$ cat src/design/cbp_pkg.sv
`default_nettype none

package cbp_pkg;

	// Section header occupies bytes 0..7; blocks start right after it
	localparam logic [32:0] FIRST_HDR_OFF = 33'd8;

	// Result queue geometry
	localparam int unsigned FIFO_DEPTH = 4;
	localparam int unsigned FIFO_PTR_W = 2;

	// Register reset values
	localparam logic [15:0] POLY_RESET = 16'h1f45;
	localparam logic [15:0] INIT_RESET = 16'h8320;

	// Configuration register indexes
	typedef enum logic [0:0] {
		CFG_POLY = 1'b0,
		CFG_INIT = 1'b1
	} cfg_index_t;

	typedef enum logic [0:0] {
		KIND_BLOCK  = 1'b0,
		KIND_STATUS = 1'b1
	} kind_t;

	// Section status codes; when several apply, the order of checks in the parser decides
	typedef enum logic [2:0] {
		ST_OK        = 3'd0,
		ST_HDR_TRUNC = 3'd1,
		ST_WINDOW    = 3'd2,
		ST_BAD_CRC   = 3'd3,
		ST_TOO_MANY  = 3'd4,
		ST_HDR_PAST  = 3'd5,
		ST_DATA_PAST = 3'd6,
		ST_NEG_LEN   = 3'd7
	} status_t;

	// One result record as it leaves the block
	typedef struct packed {
		kind_t        kind;
		logic [31:0]  block_type;
		logic [20:0]  block_length;
		logic [20:0]  data_offset;
		logic [4:0]   block_index;
		status_t      status;
		logic [5:0]   blocks_found;
		logic [15:0]  checksum;
		logic         last;
	} rec_t;

endpackage

`default_nettype wire

$ cat src/design/cbp_crc_byte.sv
`default_nettype none

// One byte of a shift-left CRC-16, eight bit steps unrolled
module cbp_crc_byte (
	input  wire logic [15:0] crc_in,
	input  wire logic [7:0]  data,
	input  wire logic [15:0] poly,
	output logic      [15:0] crc_out
);

	always_comb begin
		logic [15:0] r;
		r = crc_in ^ {data, 8'h00};
		for (int i = 0; i < 8; i++) begin
			if (r[15]) begin
				r = {r[14:0], 1'b0} ^ poly;
			end else begin
				r = {r[14:0], 1'b0};
			end
		end
		crc_out = r;
	end

endmodule

`default_nettype wire

$ cat src/design/cbp_out_fifo.sv
`default_nettype none

// Small result queue: takes up to two records a cycle, hands out one
module cbp_out_fifo (
	input  wire logic                clk,
	input  wire logic                arst_n,
	input  wire logic [1:0]          push_cnt,
	input  wire cbp_pkg::rec_t       push_a,
	input  wire cbp_pkg::rec_t       push_b,
	output logic                     room_two,
	output logic                     out_valid,
	input  wire logic                out_ready,
	output cbp_pkg::rec_t            out_rec
);

	localparam int unsigned PW = cbp_pkg::FIFO_PTR_W;

	cbp_pkg::rec_t mem_q [cbp_pkg::FIFO_DEPTH];
	logic [PW-1:0] wr_q;
	logic [PW-1:0] rd_q;
	logic [PW:0]   cnt_q;
	logic          pop;

	assign pop       = out_valid && out_ready;
	assign out_valid = (cnt_q != '0);
	assign out_rec   = mem_q[rd_q];
	assign room_two  = (cnt_q <= (PW+1)'(cbp_pkg::FIFO_DEPTH - 2));

	// Storage, no reset needed
	always_ff @(posedge clk) begin
		if (push_cnt != 2'd0) begin
			mem_q[wr_q] <= push_a;
		end
		if (push_cnt == 2'd2) begin
			mem_q[wr_q + 1'b1] <= push_b;
		end
	end

	// Pointers and fill level
	always_ff @(posedge clk or negedge arst_n) begin
		if (!arst_n) begin
			wr_q  <= '0;
			rd_q  <= '0;
			cnt_q <= '0;
		end else begin
			wr_q  <= wr_q + PW'(push_cnt);
			rd_q  <= rd_q + PW'(pop);
			cnt_q <= cnt_q + (PW+1)'(push_cnt) - (PW+1)'(pop);
		end
	end

endmodule

`default_nettype wire

$ cat src/design/checksummed_block_list_parser_core.sv
// Checksummed block list parser.
// Input channel (in_valid/in_ready): one section byte per transfer, with
// end_of_section high on the last byte. Bytes 0..7 carry the little-endian
// window length and stored checksum; from byte 8 a CRC-16 runs over the
// window and type/length block headers are walked until type -1.
// Output channel (out_valid/out_ready): a block record per parsed header,
// then one status record (last = 1) per section. Records with a non-zero
// section status are to be discarded by the consumer.
// Config channel (cfg_valid/cfg_ready): index 0 polynomial, index 1 initial
// value; always ready. It must be written only while idle; the block does not enforce this.
// Path: a byte passes the input register, then the parse logic writes its
// records into the result queue, which offers them; the byte waits in the
// input register while the queue has no room for two records.
// Throughput: one byte per cycle while the queue has room for two records; a
// closing byte that also completes a header yields two records. The rate is
// set by the single parse stage and the one-record-per-cycle queue read.
// Reset: state and configuration registers return to their defaults and a fresh section begins.
// Receiver stall: the four-entry queue absorbs records; the input stage
// holds its byte while fewer than two queue entries are free.
`default_nettype none

module checksummed_block_list_parser_core #(
	parameter int MAX_BLOCK_COUNT   = 32,
	parameter int MAX_SECTION_BYTES = 1048576
) (
	input  wire logic        clk,
	input  wire logic        arst_n,
	input  wire logic        in_valid,
	output logic             in_ready,
	input  wire logic [7:0]  data_byte,
	input  wire logic        end_of_section,
	input  wire logic        cfg_valid,
	output logic             cfg_ready,
	input  wire logic [0:0]  cfg_index,
	input  wire logic [15:0] cfg_data,
	output logic             out_valid,
	input  wire logic        out_ready,
	output logic             record_kind,
	output logic signed [31:0] block_type,
	output logic [20:0]      block_length,
	output logic [20:0]      data_offset,
	output logic [4:0]       block_index,
	output logic [2:0]       status,
	output logic [5:0]       blocks_found,
	output logic [15:0]      computed_checksum,
	output logic             last
);

	localparam int POS_W = $clog2(MAX_SECTION_BYTES + 1);
	localparam int CNT_W = $clog2(MAX_BLOCK_COUNT + 1);
	localparam logic [POS_W-1:0] POS_MAX = POS_W'(MAX_SECTION_BYTES);
	localparam logic [CNT_W-1:0] CNT_MAX = CNT_W'(MAX_BLOCK_COUNT);
	localparam logic [31:0]      LEN_MAX = 32'(MAX_SECTION_BYTES);

	typedef enum logic [1:0] {
		PH_HEADER,
		PH_BLOCKS,
		PH_DONE
	} phase_t;

	// Configuration registers
	logic [15:0] poly_q;
	logic [15:0] init_q;

	// Input stage
	logic        v_s1;
	logic [7:0]  byte_s1;
	logic        end_s1;
	logic        go;

	// Section state
	logic [POS_W-1:0]      pos_q, pos_d;
	phase_t                phase_q, phase_d;
	logic [31:0]           wa_q, wa_d;
	logic [31:0]           wl_q, wl_d;
	logic [31:0]           sc_q, sc_d;
	logic [15:0]           crc_q, crc_d;
	logic [31:0]           pt_q, pt_d;
	logic [32:0]           nh_q, nh_d;
	logic [32:0]           de_q, de_d;
	logic [CNT_W-1:0]      seen_q, seen_d;
	cbp_pkg::status_t      err_q, err_d;
	logic                  term_q, term_d;

	logic [15:0]           crc_step;
	logic                  blk_emit;
	cbp_pkg::rec_t         rec_b;
	cbp_pkg::rec_t         rec_s;
	logic [1:0]            push_cnt;
	logic                  room_two;
	cbp_pkg::rec_t         out_rec;

	assign cfg_ready = 1'b1;

	// Configuration writes
	always_ff @(posedge clk or negedge arst_n) begin
		if (!arst_n) begin
			poly_q <= cbp_pkg::POLY_RESET;
			init_q <= cbp_pkg::INIT_RESET;
		end else if (cfg_valid && cfg_ready) begin
			case (cbp_pkg::cfg_index_t'(cfg_index))
				cbp_pkg::CFG_POLY: poly_q <= cfg_data;
				cbp_pkg::CFG_INIT: init_q <= cfg_data;
				default: ;
			endcase
		end
	end

	// Input register: advances when the queue can take two records
	assign go       = v_s1 && room_two;
	assign in_ready = !v_s1 || go;

	always_ff @(posedge clk or negedge arst_n) begin
		if (!arst_n) begin
			v_s1 <= 1'b0;
		end else if (in_ready) begin
			v_s1 <= in_valid;
		end
	end

	always_ff @(posedge clk) begin
		if (in_valid && in_ready) begin
			byte_s1 <= data_byte;
			end_s1  <= end_of_section;
		end
	end

	cbp_crc_byte u_crc (
		.crc_in  (crc_q),
		.data    (byte_s1),
		.poly    (poly_q),
		.crc_out (crc_step)
	);

	// Parse one byte and build its records
	always_comb begin
		logic        in_win;
		logic [32:0] pos_ext;
		logic [32:0] hdr_diff;
		logic        hdr_hit;
		logic [31:0] shown;
		cbp_pkg::status_t st;

		pos_d    = pos_q;
		phase_d  = phase_q;
		wa_d     = wa_q;
		wl_d     = wl_q;
		sc_d     = sc_q;
		crc_d    = crc_q;
		pt_d     = pt_q;
		nh_d     = nh_q;
		de_d     = de_q;
		seen_d   = seen_q;
		err_d    = err_q;
		term_d   = term_q;
		blk_emit = 1'b0;
		in_win   = (pos_q < POS_MAX);
		pos_ext  = 33'(pos_q);
		hdr_diff = pos_ext - nh_q;
		hdr_hit  = 1'b0;
		shown    = (wa_d > LEN_MAX) ? LEN_MAX : wa_d;

		if (in_win) begin
			pos_d = pos_q + 1'b1;
			wa_d  = {byte_s1, wa_q[31:8]};
			if (pos_q < POS_W'(8)) begin
				if (pos_q == POS_W'(3)) begin
					wl_d = wa_d;
				end
				if (pos_q == POS_W'(7)) begin
					sc_d    = wa_d;
					phase_d = PH_BLOCKS;
				end
			end else begin
				// CRC only inside a non-negative window
				if (!wl_q[31] && ((32'(pos_q) - 32'd8) < wl_q)) begin
					crc_d = crc_step;
				end
				hdr_hit = (phase_q == PH_BLOCKS) && (seen_q < CNT_MAX) &&
				          (pos_ext >= nh_q) && (hdr_diff < 33'd8);
				if (hdr_hit && hdr_diff[2:0] == 3'd3) begin
					pt_d = wa_d;
				end
				if (hdr_hit && hdr_diff[2:0] == 3'd7) begin
					if (pt_q == 32'hffff_ffff) begin
						term_d  = 1'b1;
						phase_d = PH_DONE;
					end else if (wa_d[31]) begin
						err_d   = cbp_pkg::ST_NEG_LEN;
						phase_d = PH_DONE;
					end else begin
						blk_emit = 1'b1;
						de_d     = nh_q + 33'd8 + 33'(wa_d);
						nh_d     = (nh_q + 33'd11 + 33'(wa_d)) & ~33'd3;
						seen_d   = seen_q + 1'b1;
					end
				end
			end
		end
		shown = (wa_d > LEN_MAX) ? LEN_MAX : wa_d;

		// Block record
		rec_b              = '0;
		rec_b.kind         = cbp_pkg::KIND_BLOCK;
		rec_b.block_type   = pt_q;
		rec_b.block_length = 21'(shown);
		rec_b.data_offset  = 21'(nh_q + 33'd8);
		rec_b.block_index  = 5'(seen_q);

		// Section status, first failing check wins
		if (pos_d < POS_W'(8)) begin
			st = cbp_pkg::ST_HDR_TRUNC;
		end else if (!wl_d[31] && (33'd8 + 33'(wl_d) > 33'(pos_d))) begin
			st = cbp_pkg::ST_WINDOW;
		end else if (32'(crc_d) != sc_d) begin
			st = cbp_pkg::ST_BAD_CRC;
		end else if (term_d) begin
			st = cbp_pkg::ST_OK;
		end else if (err_d != cbp_pkg::ST_OK) begin
			st = err_d;
		end else if (de_d > 33'(pos_d)) begin
			st = cbp_pkg::ST_DATA_PAST;
		end else if (seen_d >= CNT_MAX) begin
			st = cbp_pkg::ST_TOO_MANY;
		end else begin
			st = cbp_pkg::ST_HDR_PAST;
		end

		rec_s              = '0;
		rec_s.kind         = cbp_pkg::KIND_STATUS;
		rec_s.status       = st;
		rec_s.blocks_found = 6'(seen_d);
		rec_s.checksum     = crc_d;
		rec_s.last         = 1'b1;

		// Closing byte restarts the section
		if (end_s1) begin
			pos_d   = '0;
			phase_d = PH_HEADER;
			wa_d    = '0;
			wl_d    = '0;
			sc_d    = '0;
			crc_d   = init_q;
			pt_d    = '0;
			nh_d    = cbp_pkg::FIRST_HDR_OFF;
			de_d    = cbp_pkg::FIRST_HDR_OFF;
			seen_d  = '0;
			err_d   = cbp_pkg::ST_OK;
			term_d  = 1'b0;
		end
	end

	// Section state registers
	always_ff @(posedge clk or negedge arst_n) begin
		if (!arst_n) begin
			pos_q   <= '0;
			phase_q <= PH_HEADER;
			wa_q    <= '0;
			wl_q    <= '0;
			sc_q    <= '0;
			crc_q   <= cbp_pkg::INIT_RESET;
			pt_q    <= '0;
			nh_q    <= cbp_pkg::FIRST_HDR_OFF;
			de_q    <= cbp_pkg::FIRST_HDR_OFF;
			seen_q  <= '0;
			err_q   <= cbp_pkg::ST_OK;
			term_q  <= 1'b0;
		end else if (go) begin
			pos_q   <= pos_d;
			phase_q <= phase_d;
			wa_q    <= wa_d;
			wl_q    <= wl_d;
			sc_q    <= sc_d;
			crc_q   <= crc_d;
			pt_q    <= pt_d;
			nh_q    <= nh_d;
			de_q    <= de_d;
			seen_q  <= seen_d;
			err_q   <= err_d;
			term_q  <= term_d;
		end
	end

	// Records into the queue, block record ahead of the status
	assign push_cnt = go ? (2'(blk_emit) + 2'(end_s1)) : 2'd0;

	cbp_out_fifo u_fifo (
		.clk       (clk),
		.arst_n    (arst_n),
		.push_cnt  (push_cnt),
		.push_a    (blk_emit ? rec_b : rec_s),
		.push_b    (rec_s),
		.room_two  (room_two),
		.out_valid (out_valid),
		.out_ready (out_ready),
		.out_rec   (out_rec)
	);

	assign record_kind       = out_rec.kind;
	assign block_type        = out_rec.block_type;
	assign block_length      = out_rec.block_length;
	assign data_offset       = out_rec.data_offset;
	assign block_index       = out_rec.block_index;
	assign status            = out_rec.status;
	assign blocks_found      = out_rec.blocks_found;
	assign computed_checksum = out_rec.checksum;
	assign last              = out_rec.last;

`ifndef SYNTHESIS
	a_last_is_status: assert property (@(posedge clk) disable iff (!arst_n)
		out_valid |-> (last == record_kind))
		else $error("last flag and record kind disagree");

	a_section_restart: assert property (@(posedge clk) disable iff (!arst_n)
		(go && end_s1) |=> (pos_q == '0 && seen_q == '0))
		else $error("section state not cleared after closing byte");

	a_offset_aligned: assert property (@(posedge clk) disable iff (!arst_n)
		(out_valid && !record_kind) |-> (data_offset[1:0] == 2'b00))
		else $error("block data offset not word aligned");

	a_pos_bounded: assert property (@(posedge clk) disable iff (!arst_n)
		pos_q <= POS_MAX)
		else $error("byte position beyond section limit");
`endif

endmodule

`default_nettype wire
$ cat config.mk
export PLATFORM = sky130hd
export DESIGN_NAME = checksummed_block_list_parser_core
export DESIGN_NICKNAME = d
export VERILOG_FILES = /design/src/design/cbp_pkg.sv /design/src/design/cbp_crc_byte.sv /design/src/design/cbp_out_fifo.sv /design/src/design/checksummed_block_list_parser_core.sv
export SDC_FILE = /design/constraint.sdc
export NUM_CORES = 2
export LEC_CHECK = 0
export BUFFER_PORTS_ARGS = -buffer_cell sky130_fd_sc_hd__buf_2
export CAP_MARGIN = 10
export CELL_PAD_IN_SITES_DETAIL_PLACEMENT = 0
export CELL_PAD_IN_SITES_GLOBAL_PLACEMENT = 1
export CORE_UTILIZATION = 49
export CTS_BUF_LIST = sky130_fd_sc_hd__clkbuf_4 sky130_fd_sc_hd__clkbuf_8 sky130_fd_sc_hd__clkbuf_16
export DETAILED_ROUTE_END_ITERATION = 10
export PLACE_DENSITY = 0.84
export REMOVE_ABC_BUFFERS = 1
export SLEW_MARGIN = 10
export SYNTH_ARGS = -nofsm -noshare
export SYNTH_HDL_FRONTEND = slang
export SYNTH_SLANG_ARGS = --single-unit
$ cat constraint.sdc
create_clock -name clk -period 9.2 [get_ports clk]
set_clock_uncertainty 0.1 [all_clocks]
set_input_delay 0 -clock clk [delete_from_list [all_inputs] [get_ports clk]]
set_output_delay 0 -clock clk [all_outputs]
set_load 0.1 [all_outputs]
## After elaboration in Yosys (flattened, before gate mapping)

Memory sizes are Yosys's and may differ from the RTL's.
Index checks and enable logic that the tools add are counted.

| word-level totals | value |
|---|---|
| bits of input ports | 31 |
| memories | 1 |
| memory bits (writable) | 424 |
| memory bits (read-only) | 0 |
| output and inout port bits | 109 |
| register bits | 292 |
| word-level logic and storage cells | 180 |
| latch bits | 0 |

| operators by class | value |
|---|---|
| shift operators | 0 |
| add/sub/neg operators | 15 |
| divide/modulo/power cells | 0 |
| mux-type cells | 83 |
| magnitude comparators | 12 |
| eq/ne operators | 12 |
| multiply operators | 0 |
| bitwise logic cells | 10 |
| reductions and logical operators | 27 |

Memories:

| name | depth | width | read ports | clocked after Yosys merged registers in | wr ports | line | text |
|---|---|---|---|---|---|---|---|
| u_fifo.mem_q | 4 | 106 | 1 | 0 | 2 | cbp_out_fifo.sv:18 | `cbp_pkg::rec_t mem_q [cbp_pkg::FIFO_DEPTH];` |

Operators with widths:

| operator | number |
|---|---|
| 2-to-1 mux 32 bit | 14 |
| 2-to-1 mux 33 bit | 12 |
| 2-to-1 mux 16 bit | 12 |
| bitwise XOR 16 bit | 9 |
| 2-to-1 mux 106 bit | 1 |
| adder 33 x 32 -> 33 bit | 2 |
| adder 33 x 4 -> 33 bit, second input constant | 2 |
| greater-than comparator 33 x 21 -> 1 bit | 2 |
| 2-to-1 mux 21 bit | 3 |
| < comparator 21 x 4 -> 1 bit, second input constant | 2 |
| 2-to-1 mux 6 bit | 6 |
| adder 4 x 32 -> 33 bit, first input constant | 1 |
| greater-or-equal comparator 21 x 33 -> 1 bit | 1 |
| < comparator 33 x 4 -> 1 bit, second input constant | 1 |
| 2-to-1 mux 3 bit | 11 |
| subtractor 21 x 33 -> 33 bit | 1 |
| == test 32 bit, second input constant | 1 |
| greater-than comparator 32 x 21 -> 1 bit, second input constant | 1 |
| < comparator 32 bit | 1 |
| inequality test 16 x 32 -> 1 bit | 1 |
| subtractor 21 x 4 -> 22 bit, second input constant | 1 |
| adder 21 x 1 -> 21 bit, second input constant | 1 |
| == test 21 x 2 -> 1 bit, second input constant | 1 |
| == test 21 x 3 -> 1 bit, second input constant | 1 |
| 31 further kinds | 71 |

## Longest topological paths before layout

| depth | value |
|---|---|
| depth after elaboration | 25 |
| depth in mapped cells | 38 |
| mapped depth without buffers | 35 |

## By module

Synthesis repeated with hierarchy kept, for this count alone.

| unflattened totals | value |
|---|---|
| cell total of the unflattened synthesis | 3941 |
| area, all modules | 45607.5 um^2 |

Modules (own cells, without submodules):

| module | area each (um^2) | instances | sequential area each (um^2) | cells an instance |
|---|---|---|---|---|
| checksummed_block_list_parser_core | 21923.5 | 1 | 7149.4 | 2491 |
| cbp_out_fifo | 20786.2 | 1 | 12907.4 | 1067 |
| cbp_crc_byte | 2897.8 | 1 | 0.0 | 383 |

## Least setup slack after synthesis

OpenSTA, ideal clock, no wires.

| timing | value |
|---|---|
| path type | register to register |
| from | register nh_q[3] |
| to | memory u_fifo.mem_q[0][24] (netlist name), data pin |
| data arrival time | 7.852 ns |
| path slack | 0.993 ns |
| cell stages (with the launch flop) | 38 |
| period minus slack after synthesis | 8.207 ns |
| buffers on the path | 3 |
| setup time | 0.255 ns |
| required time | 8.845 ns |
| cells stage by stage | dfstp_2 > inv_1 > ha_1 > nor2b_1 > o21ai_0 > a21boi_0 > o21ai_0 > a21boi_0 > o311a_1 > a221o_1 > a311o_1 > mux2i_1 > o21ai_0 > nand3_1 > or4_1 > clkbuf_1 > clkbuf_1 > clkbuf_1 > [2 not listed] > ha_1 > nor2b_1 > o21a_1 > o21a_1 > o21a_1 > o21a_1 > o21a_1 > o21a_1 > o21a_1 > o21ai_0 > a31o_2 > nand4_1 > or4b_2 > mux2_2 > a211oi_1 > or2_2 > nand3_1 > and3b_1 |

RTL lines:

| what | line | text |
|---|---|---|
| start: declaration | checksummed_block_list_parser_core.sv:79 | `logic [32:0] nh_q, nh_d;` |
| start signal: assignment | checksummed_block_list_parser_core.sv:263 | `nh_q <= cbp_pkg::FIRST_HDR_OFF;` |
| start signal: assignment | checksummed_block_list_parser_core.sv:276 | `nh_q <= nh_d;` |
| end: declaration | cbp_out_fifo.sv:18 |  |

==> results.json <==
{
  "status": "finished clean",
  "pwr-share-clk": 0.206,
  "clk_path_buf_depth": 3,
  "stdcell_count": 5562,
  "grt_start_max_net_pins": 150,
  "slew_violations": 0,
  "clk_pin_slew_ns": 0.06,
  "comb_power_share": 0.538,
  "synth-edff-count": 109,
  "fp.dieW_um": 289,
  "dieArea_um2": 83500,
  "timing.fmax_mhz": 115,
  "drt_wl_total_mm": 125,
  "cts_made_buffers": 76,
  "rsz0062_at_grt": "false",
  "h-tree-depth": 3,
  "syn_inst": 4376,
  "grt_util_all_layers": 0.296,
  "critPathSlowestCell": "or4b_2",
  "synth_area_um2": 40400,
  "start_kind": "register",
  "dpl_cell_area_um2": 42000,
  "fillers": 7206,
  "swShare": 0.455,
  "internal_power_mw": 8.61,
  "synthArstFlopShare": 0.400,
  "dr.pass1.iters": 5,
  "port_buffers": 136,
  "fin_crit_ns": 8.72,
  "root_buffer": "clkbuf_16",
  "drive_gt1_frac": 0.132,
  "register_area_um2": 16600,
  "drt_iter0_drc": 2953,
  "crit_top_cell": "o21a_1",
  "vias_per_cell": 6.03,
  "p_switching_mw": 7.17,
  "num_vias": 33500,
  "layout_commonest_cell": "nand2_1",
  "seqPwrFrac": 0.256,
  "r2r_start": "pos_q[2]",
  "setup_viol": 0,
  "path_class": "reg2reg",
  "slew_headroom": 0.140,
  "post-route-period-util": 0.947,
  "post_cts_buffers": 0,
  "gp_congestion": 0.951,
  "ios": 140,
  "core_um2": 81100,
  "ys_seq_area_frac": 0.411,
  "synthFlopType": "dfxtp_1",
  "tightestPinTransition_ns": 1.29,
  "cp-startpoint": "pos_q[2]",
  "insertion_delay_ns": 0.64,
  "synth_seq_cells": 702,
  "min_from": "in_valid",
  "slowest_delay_ns": 0.69,
  "cp-end-kind": "register",
  "grt_pass1_wl_mm": 191,
  "cp.required_ns": 9.54,
  "finish.instance_area_um2": 45300,
  "drc": 0,
  "cp_max_fo": 8,
  "synth_warnings": 0,
  "ant_nets": 0,
  "nNetsFinal": 4665,
  "wl_per_cell_um": 22.4,
  "vdd_drop_max_mv": 0.612,
  "cts_tree": "built",
  "clkSinkCount": 702,
  "dp.cells": 5368,
  "multi_input_area_um2": 22200,
  "antenna_found_initial": 3,
  "grt_overflow": 0,
  "hold_viol": 0,
  "avgSynthCellArea_um2": 9.23,
  "synthToLayoutAreaGrowth_pct": 12.1,
  "layout_common_cells": "nand2_1, o21ai_0, dfxtp_1, dfrtp_1, nor2_1",
  "die_h_um": 289,
  "hold_ws_ns": 0.0414,
  "dp_hpwl_mm": 83.2,
  "critPathArrivalTime_ns": 9.06,
  "fin_util": 0.558,
  "row_count": 104,
  "drv_cap": 0,
  "p_per_area_nw_per_um2": 349,
  "initial_core_util": 0.498,
  "hold_path_class": "in2reg",
  "grt_pass1_vias": 31600,
  "p_leak_nw": 18.2,
  "synthDistinctLibCells": 100
}
## routing by layer
metal | vias up | global-route usage | routed length (µm)
met3 | 196 | 0.0475 | 8640
met4 | 0 | 0.103 | 4160
li1 | 15700 | - | -
met1 | 16400 | 0.413 | 54700
met5 | - | 0 | 0
met2 | 1192 | 0.467 | 57300
## critical path: cells and delay by family, from the launching register on
| family | cells | cell delay [ns] |
|---|---|---|
| AO/OA/AOI/OAI | 18 | 3.90 |
| AND/OR/NAND/NOR | 10 | 2.46 |
| adder cells (fa/ha/maj) | 3 | 0.94 |
| multiplexers | 2 | 0.49 |
| flip-flops | 1 | 0.48 |
| buffers and inverters | 1 | 0.15 |
## area by class of cell
cell class / count / area share
Timing Repair Buffer: 276 / 0.0422
Clock inverter: 22 / 0.00578
Clock buffer: 119 / 0.0537
Sequential cell: 702 / 0.366
Multi-Input combinational cell: 3230 / 0.490
Tap cell: 1060 / 0.0293
Antenna cell: 3 / 0.000166
Inverter: 150 / 0.0124
## power groups by stage
stage               logic (mW)  clock network [mW]  registers (mW)
floorplan                 6.05                   0            4.12
finish                    8.49                3.25            4.03
CTS                       8.43                3.29            4.02
detailed placement        8.36                   0            4.08
global placement          8.32                   0            4.07
global route              9.14                3.42            4.09
## through the flow
step           power [mW]  setup slack [ns]  TNS [ns]
2_1_floorplan        10.2            -0.306     -2.38
3_3_place_gp         12.4             0.481         0
3_5_place_dp         12.4             0.326         0
4_1_cts              15.8             0.268         0
5_1_grt              16.6            0.0111         0
6_report             15.8             0.484         0
## cell usage after synthesis, types with 8 or more instances
cell,n,area [µm²]
nand2_1,698,2620
o21ai_0,538,2690
dfxtp_1,312,6250
dfrtp_1,263,6580
nor2_1,248,931
clkbuf_1,246,923
ha_1,194,2430
xnor2_1,179,1570
inv_1,149,559
a21oi_1,137,686
edfxtp_1,109,3270
mux4_2,103,2320
xor2_1,96,841
nand3_1,87,435
a22o_1,82,718
nor3_1,63,315
mux2i_1,54,541
a21o_1,53,398
nand4_1,53,332
a22oi_1,47,353
mux2_2,47,529
and3_1,40,250
nor4_1,37,231
nand3b_1,36,270
nor2b_1,35,219
o21a_1,35,263
nand2b_1,29,181
o31ai_1,29,218
buf_1,27,101
o21ai_1,24,120
and2_1,21,131
o22ai_1,20,125
dfstp_2,18,473
or4_1,18,135
or3_1,16,100
a211oi_1,14,105
a31oi_1,13,81.3
o21bai_1,13,97.6
o41ai_1,11,96.3
a21boi_0,10,75.1
buf_2,10,50.1
xnor3_1,9,203
nor4b_1,8,70.1
o31a_1,8,70.1
## cells by family (layout without fill, tap and decap cells)
logic type | Yosys count | in the layout | share of synthesized area
other cells | 2 | 6 | 0.000186
simple gates | 1430 | 1430 | 0.163
flops | 702 | 702 | 0.411
buf+inv | 445 | 567 | 0.0428
compound gates | 1102 | 1102 | 0.168
mux | 204 | 204 | 0.0840
fa+ha+maj | 198 | 198 | 0.0621
xor+xnor | 293 | 293 | 0.0694
## timing repair
| item | CTS | global route |
|---|---|---|
| resized for setup | 0 | 4 |
| hold endpoints to repair | 128 | 0 |
| hold buffers | 50 | 0 |
| setup endpoints to repair | 0 | 8 |
## flip-flops by register name, summed over array words and instances, names as in the netlist, 3 cells and up
signal	flops
err_q	3
crc_q	16
sc_q	32
pt_q	32
poly_q	16
seen_q	6
pos_q	21
de_q	33
nh_q	31
byte_s1	8
init_q	16
wa_q	32
u_fifo.mem_q	412
wl_q	32
u_fifo.cnt_q	3
## worst paths after layout
path | to | slack (ns) | cells past startpoint
setup / recovery | u_fifo.mem_q[0][23] | 0.48 | 34
hold / removal | v_s1 | 0.04 | 3
setup reg to reg | u_fifo.mem_q[0][23] | 0.48 | 34
hold reg to reg | u_fifo.mem_q[2][47] | 0.34 | 2
max in group asynchronous | wl_q[29] | 7.53 | 4
min in group asynchronous | u_fifo.rd_q[1] | 0.48 | 4
(Power assumes the default switching activity.)
